===== src/rtl/gas_sensor_ppm_estimator_top_defines.svh =====
// Assertion macros for the gas sensor ppm estimator.
// Used by the top level; expects clk and rst_n in scope.
`ifndef GAS_SENSOR_PPM_ESTIMATOR_TOP_DEFINES_SVH
`define GAS_SENSOR_PPM_ESTIMATOR_TOP_DEFINES_SVH

// same-cycle implication
`define GSPE_ASSERT_IMP(lbl, ante, cons) \
    lbl: assert property (@(posedge clk) disable iff (!rst_n) (ante) |-> (cons)) \
        else $error("gspe check failed");

// next-cycle implication
`define GSPE_ASSERT_NXT(lbl, ante, cons) \
    lbl: assert property (@(posedge clk) disable iff (!rst_n) (ante) |=> (cons)) \
        else $error("gspe check failed");

`endif


===== src/rtl/gspe_pkg.sv =====
// Shared types, constants and tables for the gas sensor ppm estimator.
// No dependencies.
package gspe_pkg;

    localparam int DIV_NUM_W = 40;
    localparam int DIV_DEN_W = 24;
    localparam int DIV_CNT_W = 6;

    localparam logic [23:0] MAX24     = 24'hFFFFFF;
    localparam logic [12:0] SUPPLY_MV = 13'd5000;
    localparam logic [15:0] LN2_Q16   = 16'd45426;
    localparam logic [16:0] LOG2E_Q16 = 17'd94548;
    localparam logic [30:0] ONE_Q30   = 31'h40000000;

    localparam logic [2:0] CFG_LOAD_RES  = 3'd0;
    localparam logic [2:0] CFG_CLEAN_AIR = 3'd1;
    localparam logic [2:0] CFG_REF_RO    = 3'd2;
    localparam logic [2:0] CFG_CURVE_A   = 3'd3;
    localparam logic [2:0] CFG_CURVE_B   = 3'd4;

    localparam logic [1:0] STAT_OK         = 2'd0;
    localparam logic [1:0] STAT_ZERO_V     = 2'd1;
    localparam logic [1:0] STAT_ZERO_RO    = 2'd2;
    localparam logic [1:0] STAT_ZERO_SLOPE = 2'd3;

    typedef enum logic [4:0] {
        ST_IDLE,
        ST_SMUL,
        ST_SDIV_GO,
        ST_SDIV_WAIT,
        ST_ACC,
        ST_MEAN_GO,
        ST_MEAN_WAIT,
        ST_CAL_GO,
        ST_CAL_WAIT,
        ST_RATIO_GO,
        ST_RATIO_WAIT,
        ST_LNORM,
        ST_LSQ,
        ST_LADJ,
        ST_LNMUL,
        ST_YSETUP,
        ST_YDIV_GO,
        ST_YDIV_WAIT,
        ST_EMUL,
        ST_EXPSET,
        ST_EXPMUL,
        ST_EXPSHR,
        ST_OUT
    } state_t;

    typedef struct packed {
        logic                 start;
        logic [DIV_NUM_W-1:0] num;
        logic [DIV_DEN_W-1:0] den;
    } div_req_t;

    typedef struct packed {
        logic                 busy;
        logic                 done;
        logic [DIV_NUM_W-1:0] quo;
    } div_rsp_t;

    function automatic logic [23:0] sat24(input logic [DIV_NUM_W-1:0] x);
        sat24 = (|x[DIV_NUM_W-1:24]) ? MAX24 : x[23:0];
    endfunction

    // 2^(2^-(k+1)) in Q.30
    function automatic logic [30:0] exp2_tab(input logic [3:0] k);
        unique case (k)
            4'd0:    exp2_tab = 31'd1518500250;
            4'd1:    exp2_tab = 31'd1276901417;
            4'd2:    exp2_tab = 31'd1170923762;
            4'd3:    exp2_tab = 31'd1121280436;
            4'd4:    exp2_tab = 31'd1097253708;
            4'd5:    exp2_tab = 31'd1085434109;
            4'd6:    exp2_tab = 31'd1079572136;
            4'd7:    exp2_tab = 31'd1076653033;
            4'd8:    exp2_tab = 31'd1075196444;
            4'd9:    exp2_tab = 31'd1074468888;
            4'd10:   exp2_tab = 31'd1074105294;
            4'd11:   exp2_tab = 31'd1073923544;
            4'd12:   exp2_tab = 31'd1073832680;
            4'd13:   exp2_tab = 31'd1073787251;
            4'd14:   exp2_tab = 31'd1073764537;
            default: exp2_tab = 31'd1073753181;
        endcase
    endfunction

endpackage


===== src/rtl/gspe_div.sv =====
// Bit-serial restoring divider, one quotient bit per cycle.
// Depends on gspe_pkg for the request/response structs.
module gspe_div (
    input  logic                clk,
    input  logic                rst_n,
    input  gspe_pkg::div_req_t  req,
    output gspe_pkg::div_rsp_t  rsp
);

    logic                           busy_reg, busy_next;
    logic                           done_reg, done_next;
    logic [gspe_pkg::DIV_CNT_W-1:0] cnt_reg, cnt_next;
    logic [gspe_pkg::DIV_NUM_W-1:0] q_reg, q_next;
    logic [gspe_pkg::DIV_DEN_W-1:0] rem_reg, rem_next;
    logic [gspe_pkg::DIV_DEN_W-1:0] den_reg, den_next;
    logic [gspe_pkg::DIV_DEN_W:0]   rem_sh;
    logic                           ge;

    always_comb
    begin
        busy_next = busy_reg;
        done_next = 1'b0;
        cnt_next  = cnt_reg;
        q_next    = q_reg;
        rem_next  = rem_reg;
        den_next  = den_reg;
        rem_sh    = {rem_reg, q_reg[gspe_pkg::DIV_NUM_W-1]};
        ge        = (rem_sh >= {1'b0, den_reg});
        if (req.start)
        begin
            busy_next = 1'b1;
            cnt_next  = '0;
            q_next    = req.num;
            rem_next  = '0;
            den_next  = req.den;
        end
        else if (busy_reg)
        begin
            rem_next = ge ? gspe_pkg::DIV_DEN_W'(rem_sh - {1'b0, den_reg})
                          : rem_sh[gspe_pkg::DIV_DEN_W-1:0];
            q_next   = {q_reg[gspe_pkg::DIV_NUM_W-2:0], ge};
            cnt_next = cnt_reg + 1'b1;
            if (cnt_reg == gspe_pkg::DIV_CNT_W'(gspe_pkg::DIV_NUM_W - 1))
            begin
                busy_next = 1'b0;
                done_next = 1'b1;
            end
        end
    end

    always_ff @(posedge clk or negedge rst_n)
    begin
        if (!rst_n)
        begin
            busy_reg <= 1'b0;
            done_reg <= 1'b0;
            cnt_reg  <= '0;
        end
        else
        begin
            busy_reg <= busy_next;
            done_reg <= done_next;
            cnt_reg  <= cnt_next;
        end
    end

    always_ff @(posedge clk)
    begin
        q_reg   <= q_next;
        rem_reg <= rem_next;
        den_reg <= den_next;
    end

    assign rsp.busy = busy_reg;
    assign rsp.done = done_reg;
    assign rsp.quo  = q_reg;

endmodule


===== config.mk =====
export PLATFORM = sky130hd
export DESIGN_NAME = gspe_div
export DESIGN_NICKNAME = d
export VERILOG_FILES = /design/src/rtl/gas_sensor_ppm_estimator_top_defines.svh /design/src/rtl/gspe_pkg.sv /design/src/rtl/gspe_div.sv
export SDC_FILE = /design/constraint.sdc
export NUM_CORES = 1
export LEC_CHECK = 0
export BUFFER_PORTS_ARGS = -buffer_cell sky130_fd_sc_hd__buf_4
export CORE_ASPECT_RATIO = 1.2
export CORE_UTILIZATION = 35
export CTS_CLUSTER_SIZE = 24
export DETAILED_ROUTE_END_ITERATION = 8
export PLACE_DENSITY_LB_ADDON = 0.2
export SYNTH_ARGS = -nofsm -noshare
export SYNTH_HDL_FRONTEND = slang
export SYNTH_SLANG_ARGS = --single-unit

===== constraint.sdc =====
create_clock -name clk -period 2.55 [get_ports clk]
set_input_delay 0.6375 -clock clk [delete_from_list [all_inputs] [get_ports clk]]
set_output_delay 0.6375 -clock clk [all_outputs]
set_load 0.05 [all_outputs]

Yosys cells after proc, flatten, opt, wreduce, memory -nomap -nowiden
Index checks and enable logic that the tools add are counted.
Word-level totals
  output and inout bits: 42
  logic and storage cells: 22
  bits in registers: 96
  input bits: 67
Operators by class
  order comparisons: 1
  equality and inequality tests: 1
  muxes and demuxes: 11
  reduce and logical (&&, ||, !) cells: 1
  $add $sub $neg: 2
Operators with widths (number)
  40-bit 2-to-1 mux: 2
  25-bit by 24-bit >= comparator with 1-bit output: 1
  24-bit 2-to-1 mux: 1
  24-bit subtractor: 1
  6-bit 2-to-1 mux: 2
  6-bit by 1-bit adder with 6-bit output (second input constant): 1
  6-bit equality test (second input constant): 1
  1-bit 2-to-1 mux: 6
  2-bit nonzero test: 1

Longest topological paths before layout
Gate-level depths: netlist of run 1.
  depth in word-level cells: 4
  mapped depth: 12
  depth with buffers taken out: 11

Worst setup path before layout of run 1
No wires, ideal clock.
  path type: register to register
  start: register q_reg[39] (netlist name)
  end: register rem_reg[22] (netlist name)
  period minus slack after synthesis: 2.946 ns
  slack: -0.396 ns
  path buffers: 0
  arrival: 2.855 ns
  stages on the path, launching flop included: 12
  cells stage by stage: edfxtp_1 -> inv_1 -> ha_1 -> fa_1 -> nor2b_1 -> o2111ai_1 -> and3_1 -> or2_2 -> o2111ai_1 -> a21oi_1 -> a211o_1 -> a311oi_1
On the way
  word-level cells in the longest chain between the ends: 2
Ends and longest elaborated chain
  start: declaration: RTL line gspe_div.sv:13  | logic [gspe_pkg::DIV_NUM_W-1:0] q_reg, q_next;
  start signal: assignment: RTL line gspe_div.sv:69  | q_reg <= q_next;
  24-bit subtractor / 25-bit by 24-bit >= comparator with 1-bit output (equally long branches): RTL line gspe_div.sv:39, gspe_div.sv:28
  24-bit 2-to-1 mux *: RTL line gspe_div.sv:39  | rem_next = ge ? gspe_pkg::DIV_DEN_W'(rem_sh - {1'b0, den_reg})
  end signal: assignment: RTL line gspe_div.sv:70  | rem_reg <= rem_next;
  end: declaration: RTL line gspe_div.sv:14  | logic [gspe_pkg::DIV_DEN_W-1:0] rem_reg, rem_next;
Mark *: on every way between the ends. The rest lies on a longest branch, timed or not.
A chain may end at the register's enable or synchronous reset.

Worst setup path in the final report of run 1
  start: register den_reg[1] (netlist name)
  end: register rem_reg[11] (netlist name)
On the way
  word-level cells in the longest chain between the ends: 2
Ends and longest elaborated chain
  start: declaration: RTL line gspe_div.sv:15  | logic [gspe_pkg::DIV_DEN_W-1:0] den_reg, den_next;
  start signal: assignment: RTL line gspe_div.sv:71  | den_reg <= den_next;
  24-bit subtractor / 25-bit by 24-bit >= comparator with 1-bit output (equally long branches): RTL line gspe_div.sv:39, gspe_div.sv:28
  24-bit 2-to-1 mux *: RTL line gspe_div.sv:39
Marked as above.

==> flow_summary.yaml, run 1 <==
status:
  status: "finished, violations left"
  violations: "negative setup slack"
place:
  io_buffer_count: 108
  post-place-ws_ps: -136.1
  dp_hpwl_um: 9988
  gp_congestion: 0.8614
logic_synthesis:
  synthSimpleGateAreaFrac_pct: 12.70
  synth-edff-count: 64
  netlist_top_cells_area: "edfxtp_1, dfxtp_1, mux2_2"
  synthAdderAreaFrac_pct: 6.257
  syn_area_per_cell_um2: 10.83
  ys.warnings.count: 0
  synthMuxAreaShare_pct: 8.657
  synthCells: 491
  ys_ff_latch: 96
  yosysTopAreaCell: "edfxtp_1"
  ys_types: 61
  synth_most_common_cell: "edfxtp_1"
  synth-async-reset-ratio_pct: 8.333
  syn_area_mm2: 0.005319
  ys_seq_area_share_pct: 48.93
  synth_compound_area_share_pct: 15.57
  dominantRegCellSynth: "edfxtp_1"
  synth_nets: 584
  synth_xor_xnor_area_share_pct: 3.293
  yosysTopAreaCellShare_pct: 36.13
  synthTopCellsByCount: "edfxtp_1, nor2_1, mux2_2"
  synth_top_family_by_area: "compound AO/OA/AOI/OAI gates"
clocking:
  cts_root_buffer: "clkbuf_16"
  clockBufferDepth: 2
  cts_tree: "yes"
  cts_made_buffers: 9
  h-tree-depth: 3
  ctsHoldBuffers: 0
  clk_latency_ps: 350
  clock-sinks: 96
  clkTransAtPathRegs_ps: 70
floorplanning:
  die_h_um: 137.0
  core_area_mm2: 0.01490
  dieArea_mm2: 0.01570
  io_pins: 109
  die_w_um: 114.5
  rows: 49
  start_util_pct: 35.70
pwr:
  vdd_ir_drop_max_v: 0.0003698
  p_per_area_mw_per_mm2: 957.1
  seq_power_share_pct: 30.4
  combPwrFrac_pct: 50.5
  power.share.switching_pct: 38.68
  pwr-share-clk_pct: 19.1
  p_leak_nw: 3.122
  intPower_mw: 4.347
  power.net_switching_mw: 2.741
critical_path:
  crit_fanout: 8
  cp.arrival_ps: 2890
  critPathKind: "reg2reg"
  reg2reg_from: "den_reg[1]"
  critPathLaunchType: "flip-flop"
  cp-startpoint: "den_reg[1]"
  cp.required_ps: 2820
  crit_path_end_kind: "flip-flop"
  worstRegToRegCells: 10
global_route:
  antenna_found_initial: 0
  grt_max_degree: 47
  grt-ovfl-total: 0
  grt_pass1_wl_um: 22540
  grt_pass1_vias: 4743
  track_usage_pct: 18.47
drt:
  drcViolationCount: 0
  via_per_inst: 5.166
  wl_met2_um: 6854
  top_layer: "met4"
  wl_um: 13930
  drt-initial-drc-count: 212
  wl_met1_um: 5987
  wl_per_cell_um: 16.12
  route.met3.wl_um: 779
  via_count: 4463
  antenna_left: 0
  dr.pass1.iters: 6
timing:
  slew_headroom_pct: 68.02
  worst_slack_ps: -72.00
  tightest_slew_ps: 479.8
  grt_setup_unrepaired: "true"
  fin_skew_ps: 10.71
  clock.fmax_mhz: 381.4
  period_share_pct: 102.8
  report.final.slew_viol_count: 0
  setup_viol: 4
  hold_violations: 0
  period_needed_ps: 2622
  tns_ps: -123.4
min_path:
  hp-class: "in2async"
layout:
  area_growth_pct: 39.24
  largest_register_ffs: 40
  multi_input_area_mm2: 0.002726
  layout-drive-gt1-share_pct: 43.33
  n_antenna_cell: 0
  fin_nets: 748
  fillers: 1385
  regArea_mm2: 0.002604
run:
  maxCapViolations: 0
[cells by family (layout without fill, tap and decap cells)]
logic type / after synthesis / after routing
adder cells (fa/ha/maj): 26 / 26
multiplexers: 41 / 41
XOR/XNOR: 20 / 20
AND/OR/NAND/NOR: 136 / 136
buffers and inverters: 58 / 227
flip-flops: 96 / 96
AO/OA/AOI/OAI: 114 / 114
[area by class of cell]
| class | instances | area share, % |
|---|---|---|
| well taps | 204 | 3.447 |
| clock inverters | 6 | 0.7603 |
| inverters | 32 | 1.622 |
| clock buffers | 10 | 3.227 |
| repair buffers | 179 | 18.97 |
| multi-input cells | 337 | 36.81 |
| flip-flops and latches | 96 | 35.16 |
[metrics by stage]
| step | total power, mW | cells | util (%) | area (um^2) | hold WS, ps |
|---|---|---|---|---|---|
| after detailed placement | 5.382 | 837 | 45.57 | 6789 | 459.5 |
| final | 7.088 | 864 | 49.71 | 7406 | 86.08 |
| after CTS | 6.927 | 860 | 48.58 | 7237 | 72.37 |
| after floorplan | 4.148 | 491 | - | 5359 | 341.9 |
| after global placement | 5.347 | 837 | 45.57 | 6789 | 459.2 |
| after global routing | 7.499 | 864 | 49.71 | 7406 | 81.70 |
[worst paths after layout]
| path | endpoint | slack [ps] |
|---|---|---|
| worst max-delay path | rem_reg[11] | -70 |
| worst max register to register | rem_reg[11] | -70 |
| min in group clk | den_reg[7] | 460 |
| worst min-delay path | done_reg | 90 |
| max in group asynchronous | busy_reg | 2340 |
| worst min register to register | rem_reg[12] | 500 |
[power groups by stage]
stage / combinational, mW / clock [mW] / sequential [mW]
floorplan: 1.73 / 0 / 2.41
global placement: 3.19 / 0 / 2.16
detailed placement: 3.21 / 0 / 2.17
CTS: 3.37 / 1.41 / 2.15
global route: 3.87 / 1.43 / 2.19
finish: 3.58 / 1.35 / 2.16
[critical path, stage by stage, from the launching register on]
cell and delay (ps):
edfxtp_1 370, inv_2 60, ha_4 260, and2b_1 160, o2111ai_2 120, a211o_1 330
a31oi_4 200, o21ai_4 90, a211o_4 390, a211o_1 320, a311oi_2 260
[layout by cell type (no fill, tap or decap), types with 18 or more instances in the layout]
| cell type | netlist | layout |
|---|---|---|
| a21oi_1 | 20 | 18 |
| buf_4 | 2 | 172 |
| dfxtp_1 | 24 | 23 |
| edfxtp_1 | 64 | 64 |
| ha_1 | 25 | 20 |
| inv_1 | 32 | 30 |
| mux2_2 | 40 | 40 |
| nand2_1 | 22 | 21 |
| nand3_1 | 20 | 19 |
| nor2_1 | 45 | 44 |
[repair_timing]
action,4_1_cts,5_1_grt
setup buffers,7,4
pin swaps,11,14
resized for setup,22,29
setup endpoints to repair,24,25
[layer usage]
metal,vias to the layer above,GRT usage [%]
met1,2155,21.83
met3,21,4.340
met5,-,0
li1,2167,-
met2,120,31.85
met4,0,8.153
Power figures use the tool's default switching activity.
==> inputs of run 2 (changes only) <==
--- a/config.mk
+++ b/config.mk
@@ -6,8 +6,10 @@
 export NUM_CORES = 1
 export LEC_CHECK = 0
 export BUFFER_PORTS_ARGS = -buffer_cell sky130_fd_sc_hd__buf_4
+export CELL_PAD_IN_SITES_DETAIL_PLACEMENT = 0
+export CELL_PAD_IN_SITES_GLOBAL_PLACEMENT = 1
 export CORE_ASPECT_RATIO = 1.2
-export CORE_UTILIZATION = 35
+export CORE_UTILIZATION = 39
 export CTS_CLUSTER_SIZE = 24
 export DETAILED_ROUTE_END_ITERATION = 8
 export PLACE_DENSITY_LB_ADDON = 0.2
==> flow_summary.yaml, run 2 (synthesized netlist as in run 1, its figures left out) <==
status:
  status: "finished, violations left"
  violations: "negative setup slack"
timing:
  worst_slack_ps: -139.4
  slew_headroom_pct: 48.95
  clock.fmax_mhz: 371.8
  hold_violations: 0
  setup_viol: 19
  tightest_slew_ps: 765.8
  grt_setup_unrepaired: "true"
  fin_skew_ps: 7.567
  report.final.slew_viol_count: 0
  period_share_pct: 105.5
  period_needed_ps: 2689
clocking:
  h-tree-depth: 3
  cts_made_buffers: 9
  cts_root_buffer: "clkbuf_16"
  clkTransAtPathRegs_ps: 70
  clk_latency_ps: 350
  clock-sinks: 96
  cts_tree: "yes"
  clockBufferDepth: 2
critical_path:
  path_buf_inv: 1
  critPathLaunchType: "flip-flop"
  cp.required_ps: 2810
  reg2reg_from: "den_reg[1]"
  cp.arrival_ps: 2950
  r2r_setup_slack_ps: -140
  path_delay_family: "compound AO/OA/AOI/OAI gates"
  cpPeakStageDelay_ps: 400
  slowest_stage: "a211o_4"
  crit_path_end_kind: "flip-flop"
  crit_fanout: 8
  critPathKind: "reg2reg"
  path_common_cell: "a211o_1"
  path_cells: "inv_2, ha_4, and2b_2, o2111ai_2, a211o_1, a31oi_4, o21ai_4, a211o_4, a211o_1, a311oi_1"
  cp-startpoint: "den_reg[1]"
floorplanning:
  core_area_mm2: 0.01324
  die_w_um: 108.6
  rows: 46
  die_h_um: 129.9
  io_pins: 109
  dieArea_mm2: 0.01411
  start_util_pct: 40.18
run:
  maxCapViolations: 0
global_route:
  grt_pass1_vias: 4566
  track_usage_pct: 20.92
  grt_pass1_wl_um: 22480
  grt-ovfl-total: 0
  grt_max_degree: 68
  antenna_found_initial: 0
pwr:
  p_per_area_mw_per_mm2: 969.3
  vdd_ir_drop_max_v: 0.0004437
  p_leak_nw: 3.143
  total_power_mw: 7.164
drt:
  wl_met2_um: 7316
  route.met3.wl_um: 754
  antenna_left: 0
  top_layer: "met4"
  via_count: 4433
  wl_um: 14400
  drcViolationCount: 0
  wl_met1_um: 5916
  dr.pass1.iters: 4
  wl_per_cell_um: 17.37
  drt-initial-drc-count: 184
  via_per_inst: 5.347
layout:
  largest_register_ffs: 40
  layout-drive-gt1-share_pct: 43.57
  regArea_mm2: 0.002603
  fin_nets: 749
  n_antenna_cell: 0
  instances_no_fill: 829
  fillers: 1249
  area_growth_pct: 38.96
  layout_common_cells: "buf_4, edfxtp_1, nor2_1"
  multi_input_area_mm2: 0.002729
  layout_commonest_cell: "buf_4"
place:
  io_buffer_count: 108
  gp_congestion: 0.8672
  dp.cells: 802
  dp_hpwl_um: 10110
min_path:
  hp-class: "in2async"
run 2: cell types whose count changed in the layout (fill, tap and decap cells not counted), moves of 2 or more:
cell	before	now
clkbuf_1	0	2
nand3_1	19	14
inv_8	2	0
buf_6	3	5
o21ai_1	8	6
buf_4	172	170
nand3_2	2	7
o21ai_0	9	11
run 2: where the power goes:
| group | internal, mW | switching (mW) | leakage, nW |
|---|---|---|---|
| registers | 1.95 | 0.196 | 0.959 |
| clock network | 0.773 | 0.618 | 0.141 |
| logic | 1.68 | 1.94 | 2.04 |
| total | 4.41 | 2.76 | 3.14 |
run 2: layer usage:
metal,global-route usage (%),vias to the layer above
li1,-,2163
met1,23.64,2125
met2,36.90,119
met3,5.445,26
met4,9.300,0
met5,0,-
run 2: final cells by class:
cell class                 count  share of cell area [%]
inverter                      32                   1.625
multi-input combinational    337                   36.92
tap                          168                   2.844
clock inverter                 5                  0.8634
timing repair buffer         180                   19.38
sequential                    96                   35.21
clock buffer                  11                   3.149
run 2: stage by stage:
stage | instance area [um^2] | worst slack [ps] | utilization [%] | hold slack (ps) | TNS [ps]
2_1_floorplan | 5359 | -248.5 | - | 341.9 | -4066
3_3_place_gp | 6726 | -96.19 | 50.81 | 458.9 | -781.6
3_5_place_dp | 6726 | -185.6 | 50.81 | 462.0 | -1556
4_1_cts | 7199 | -87.31 | 54.39 | 75.32 | -385.4
5_1_grt | 7391 | -234.5 | 55.83 | 82.70 | -4092
6_report | 7391 | -139.4 | 55.83 | 86.64 | -1093
run 2: worst paths after layout:
kind                          endpoint  cells past startpoint
setup / recovery           rem_reg[11]                     10
hold / removal              cnt_reg[2]                      1
setup reg to reg           rem_reg[11]                     10
hold reg to reg             rem_reg[9]                      2
max in group asynchronous     done_reg                      1
min in group clk            den_reg[1]                      1
run 2: repair_timing:
item / in CTS / in global routing
endpoints found under the hold margin: 0 / 0
endpoints found under the setup margin: 25 / 25
pin swaps: 15 / 16
buffers inserted: 7 / 3
hold buffers: 0 / 0
gates cloned: 1 / 1
resized for setup: 22 / 35
run 2: worst reg2reg max path: stages, from the launching register on:
cell	delay, ps
edfxtp_1	370
inv_2	60
ha_4	260
and2b_2	160
o2111ai_2	110
a211o_1	350
a31oi_4	220
o21ai_4	100
a211o_4	400
a211o_1	300
a311oi_1	260
==> inputs of run 3 (changes only) <==
--- a/config.mk
+++ b/config.mk
@@ -9,6 +9,7 @@
 export CELL_PAD_IN_SITES_DETAIL_PLACEMENT = 0
 export CELL_PAD_IN_SITES_GLOBAL_PLACEMENT = 1
 export CORE_ASPECT_RATIO = 1.2
+export CORE_MARGIN = 3
 export CORE_UTILIZATION = 39
 export CTS_CLUSTER_SIZE = 24
 export DETAILED_ROUTE_END_ITERATION = 8
==> flow_summary.yaml, run 3 (synthesized netlist as in run 1, its figures left out) <==
drt:
  dr.pass1.iters: 4
  drcViolationCount: 0
  via_per_inst: 5.298
  via_count: 4450
  antenna_left: 0
  drt-initial-drc-count: 211
  wl_um: 14120
  wl_per_cell_um: 16.81
critical_path:
  cp.arrival_ps: 2940
  cpPeakStageDelay_ps: 440
  r2r-end: "rem_reg[20]"
  critPathLaunchType: "flip-flop"
  path_cells: "ha_4, and2b_1, o2111ai_2, a211o_1, a31oi_4, o21ai_4, a211o_1, buf_4, buf_6, and3_4, o31a_1"
  path_common_cell: "a211o_1"
  cp.required_ps: 2790
  r2r_setup_slack_ps: -150
  crit_fanout: 6
  critPathKind: "reg2reg"
  worstRegToRegCells: 11
  slowest_stage: "edfxtp_1"
  crit_path_end_kind: "flip-flop"
  reg2reg_from: "den_reg[0]"
layout:
  instances_no_fill: 840
  layout_common_cells: "buf_4, edfxtp_1, nor2_1"
  fillers: 1143
  postLayoutCoreUtil_pct: 56.69
  area_growth_pct: 41.71
  largest_register_ffs: 40
  n_antenna_cell: 0
  fin_nets: 760
  layout_commonest_cell: "buf_4"
  design_area_mm2: 0.007537
  layout-drive-gt1-share_pct: 46.13
place:
  place_area_mm2: 0.006761
  gp_congestion: 0.8332
  dp_hpwl_um: 10110
  dp.cells: 805
  io_buffer_count: 108
floorplanning:
  die_w_um: 112.6
  io_pins: 109
  rows: 46
  core_area_mm2: 0.01330
  dieArea_mm2: 0.01508
  start_util_pct: 40.01
  die_h_um: 133.9
global_route:
  grt_pass1_wl_um: 22770
  grt_pass1_vias: 4597
  grt-ovfl-total: 0
  track_usage_pct: 18.64
  grt_max_degree: 41
  antenna_found_initial: 0
clocking:
  clk_latency_ps: 350
  clockBufferDepth: 2
  clkTransAtPathRegs_ps: 70
  cts_root_buffer: "clkbuf_16"
  clock-sinks: 96
  cts_tree: "yes"
  cts_made_buffers: 9
  h-tree-depth: 3
  ctsHoldBuffers: 0
timing:
  hold_violations: 0
  period_needed_ps: 2699
  grt_setup_unrepaired: "true"
  tns_ps: -1646
  fin_skew_ps: 9.715
  setup_viol: 24
  report.final.slew_viol_count: 0
  clock.fmax_mhz: 370.4
  slew_headroom_pct: 65.10
  worst_slack_ps: -149.5
  tightest_slew_ps: 518.8
  period_share_pct: 105.9
pwr:
  total_power_mw: 7.235
  p_per_area_mw_per_mm2: 959.8
  vdd_ir_drop_max_v: 0.0004482
  p_leak_nw: 3.206
status:
  status: "finished, violations left"
  violations: "negative setup slack"
min_path:
  hp-class: "in2async"
run:
  maxCapViolations: 0
run 3: changes by cell type in the layout (fill, tap and decap cells not counted), sizes merged:
cell    previous run  this run
buf              179       191
bufinv             1         0
clkbuf            12        10
clkinv             0         3
inv               35        34
run 3: report_power, final:
group / internal, mW / leakage (nW) / switching (mW) / total, mW
sequential: 1.95 / 0.959 / 0.196 / 2.15
combinational: 1.77 / 2.11 / 1.99 / 3.77
clock: 0.693 / 0.137 / 0.625 / 1.32
run 3: per-stage QoR:
| step | worst slack [ps] | hold slack, ps |
|---|---|---|
| finish | -149.5 | 91.77 |
| floorplan | -248.5 | 341.9 |
| CTS | -132.1 | 82.74 |
| global route | -261.8 | 85.01 |
| global placement | -120.1 | 459.7 |
| detailed placement | -203.3 | 462.3 |
run 3: repair_timing:
| item | in CTS | in global routing |
|---|---|---|
| gates resized for setup | 25 | 52 |
| pin swaps | 12 | 34 |
| gates cloned | 0 | 1 |
| endpoints found under the setup margin | 25 | 25 |
| buffers inserted | 10 | 9 |
run 3: per-layer routing:
layer  vias up  share of wire [%]  GRT usage, %  wire length, um
met3        23                4.9         4.558              698
met1      2124                 43         22.98             6061
met5         -                  0             0                0
met4         0                2.3         7.548              321
met2       110                 50         31.26             7043
li1       2193                  -             -                -
run 3: critical path: cells and delay by family, from the launching register on:
kind	cells	cell delay, ps
buffers and inverters	2	280
flip-flops	1	440
AND/OR/NAND/NOR	2	390
adder cells (fa/ha/maj)	1	190
AO/OA/AOI/OAI	6	1290
run 3: layout make-up:
type / count / area (um^2) / area share, %
Multi-Input combinational cell: 337 / 2810 / 37.28
Clock buffer: 10 / 239.0 / 3.171
Tap cell: 168 / 210.2 / 2.789
Sequential cell: 96 / 2603 / 34.53
Inverter: 32 / 120.1 / 1.594
Clock inverter: 6 / 42.54 / 0.5644
Timing Repair Buffer: 191 / 1513 / 20.07
run 3: how the worst max path moves through the flow:
stage                           from     endpoint  slack (ps)
final                     den_reg[0]  rem_reg[20]        -150
after global routing      den_reg[1]  rem_reg[11]        -260
after CTS                 den_reg[0]  rem_reg[11]        -130
after detailed placement  den_reg[0]  rem_reg[22]        -200
after global placement    den_reg[0]  rem_reg[22]        -120
after floorplan            q_reg[39]  rem_reg[22]        -250
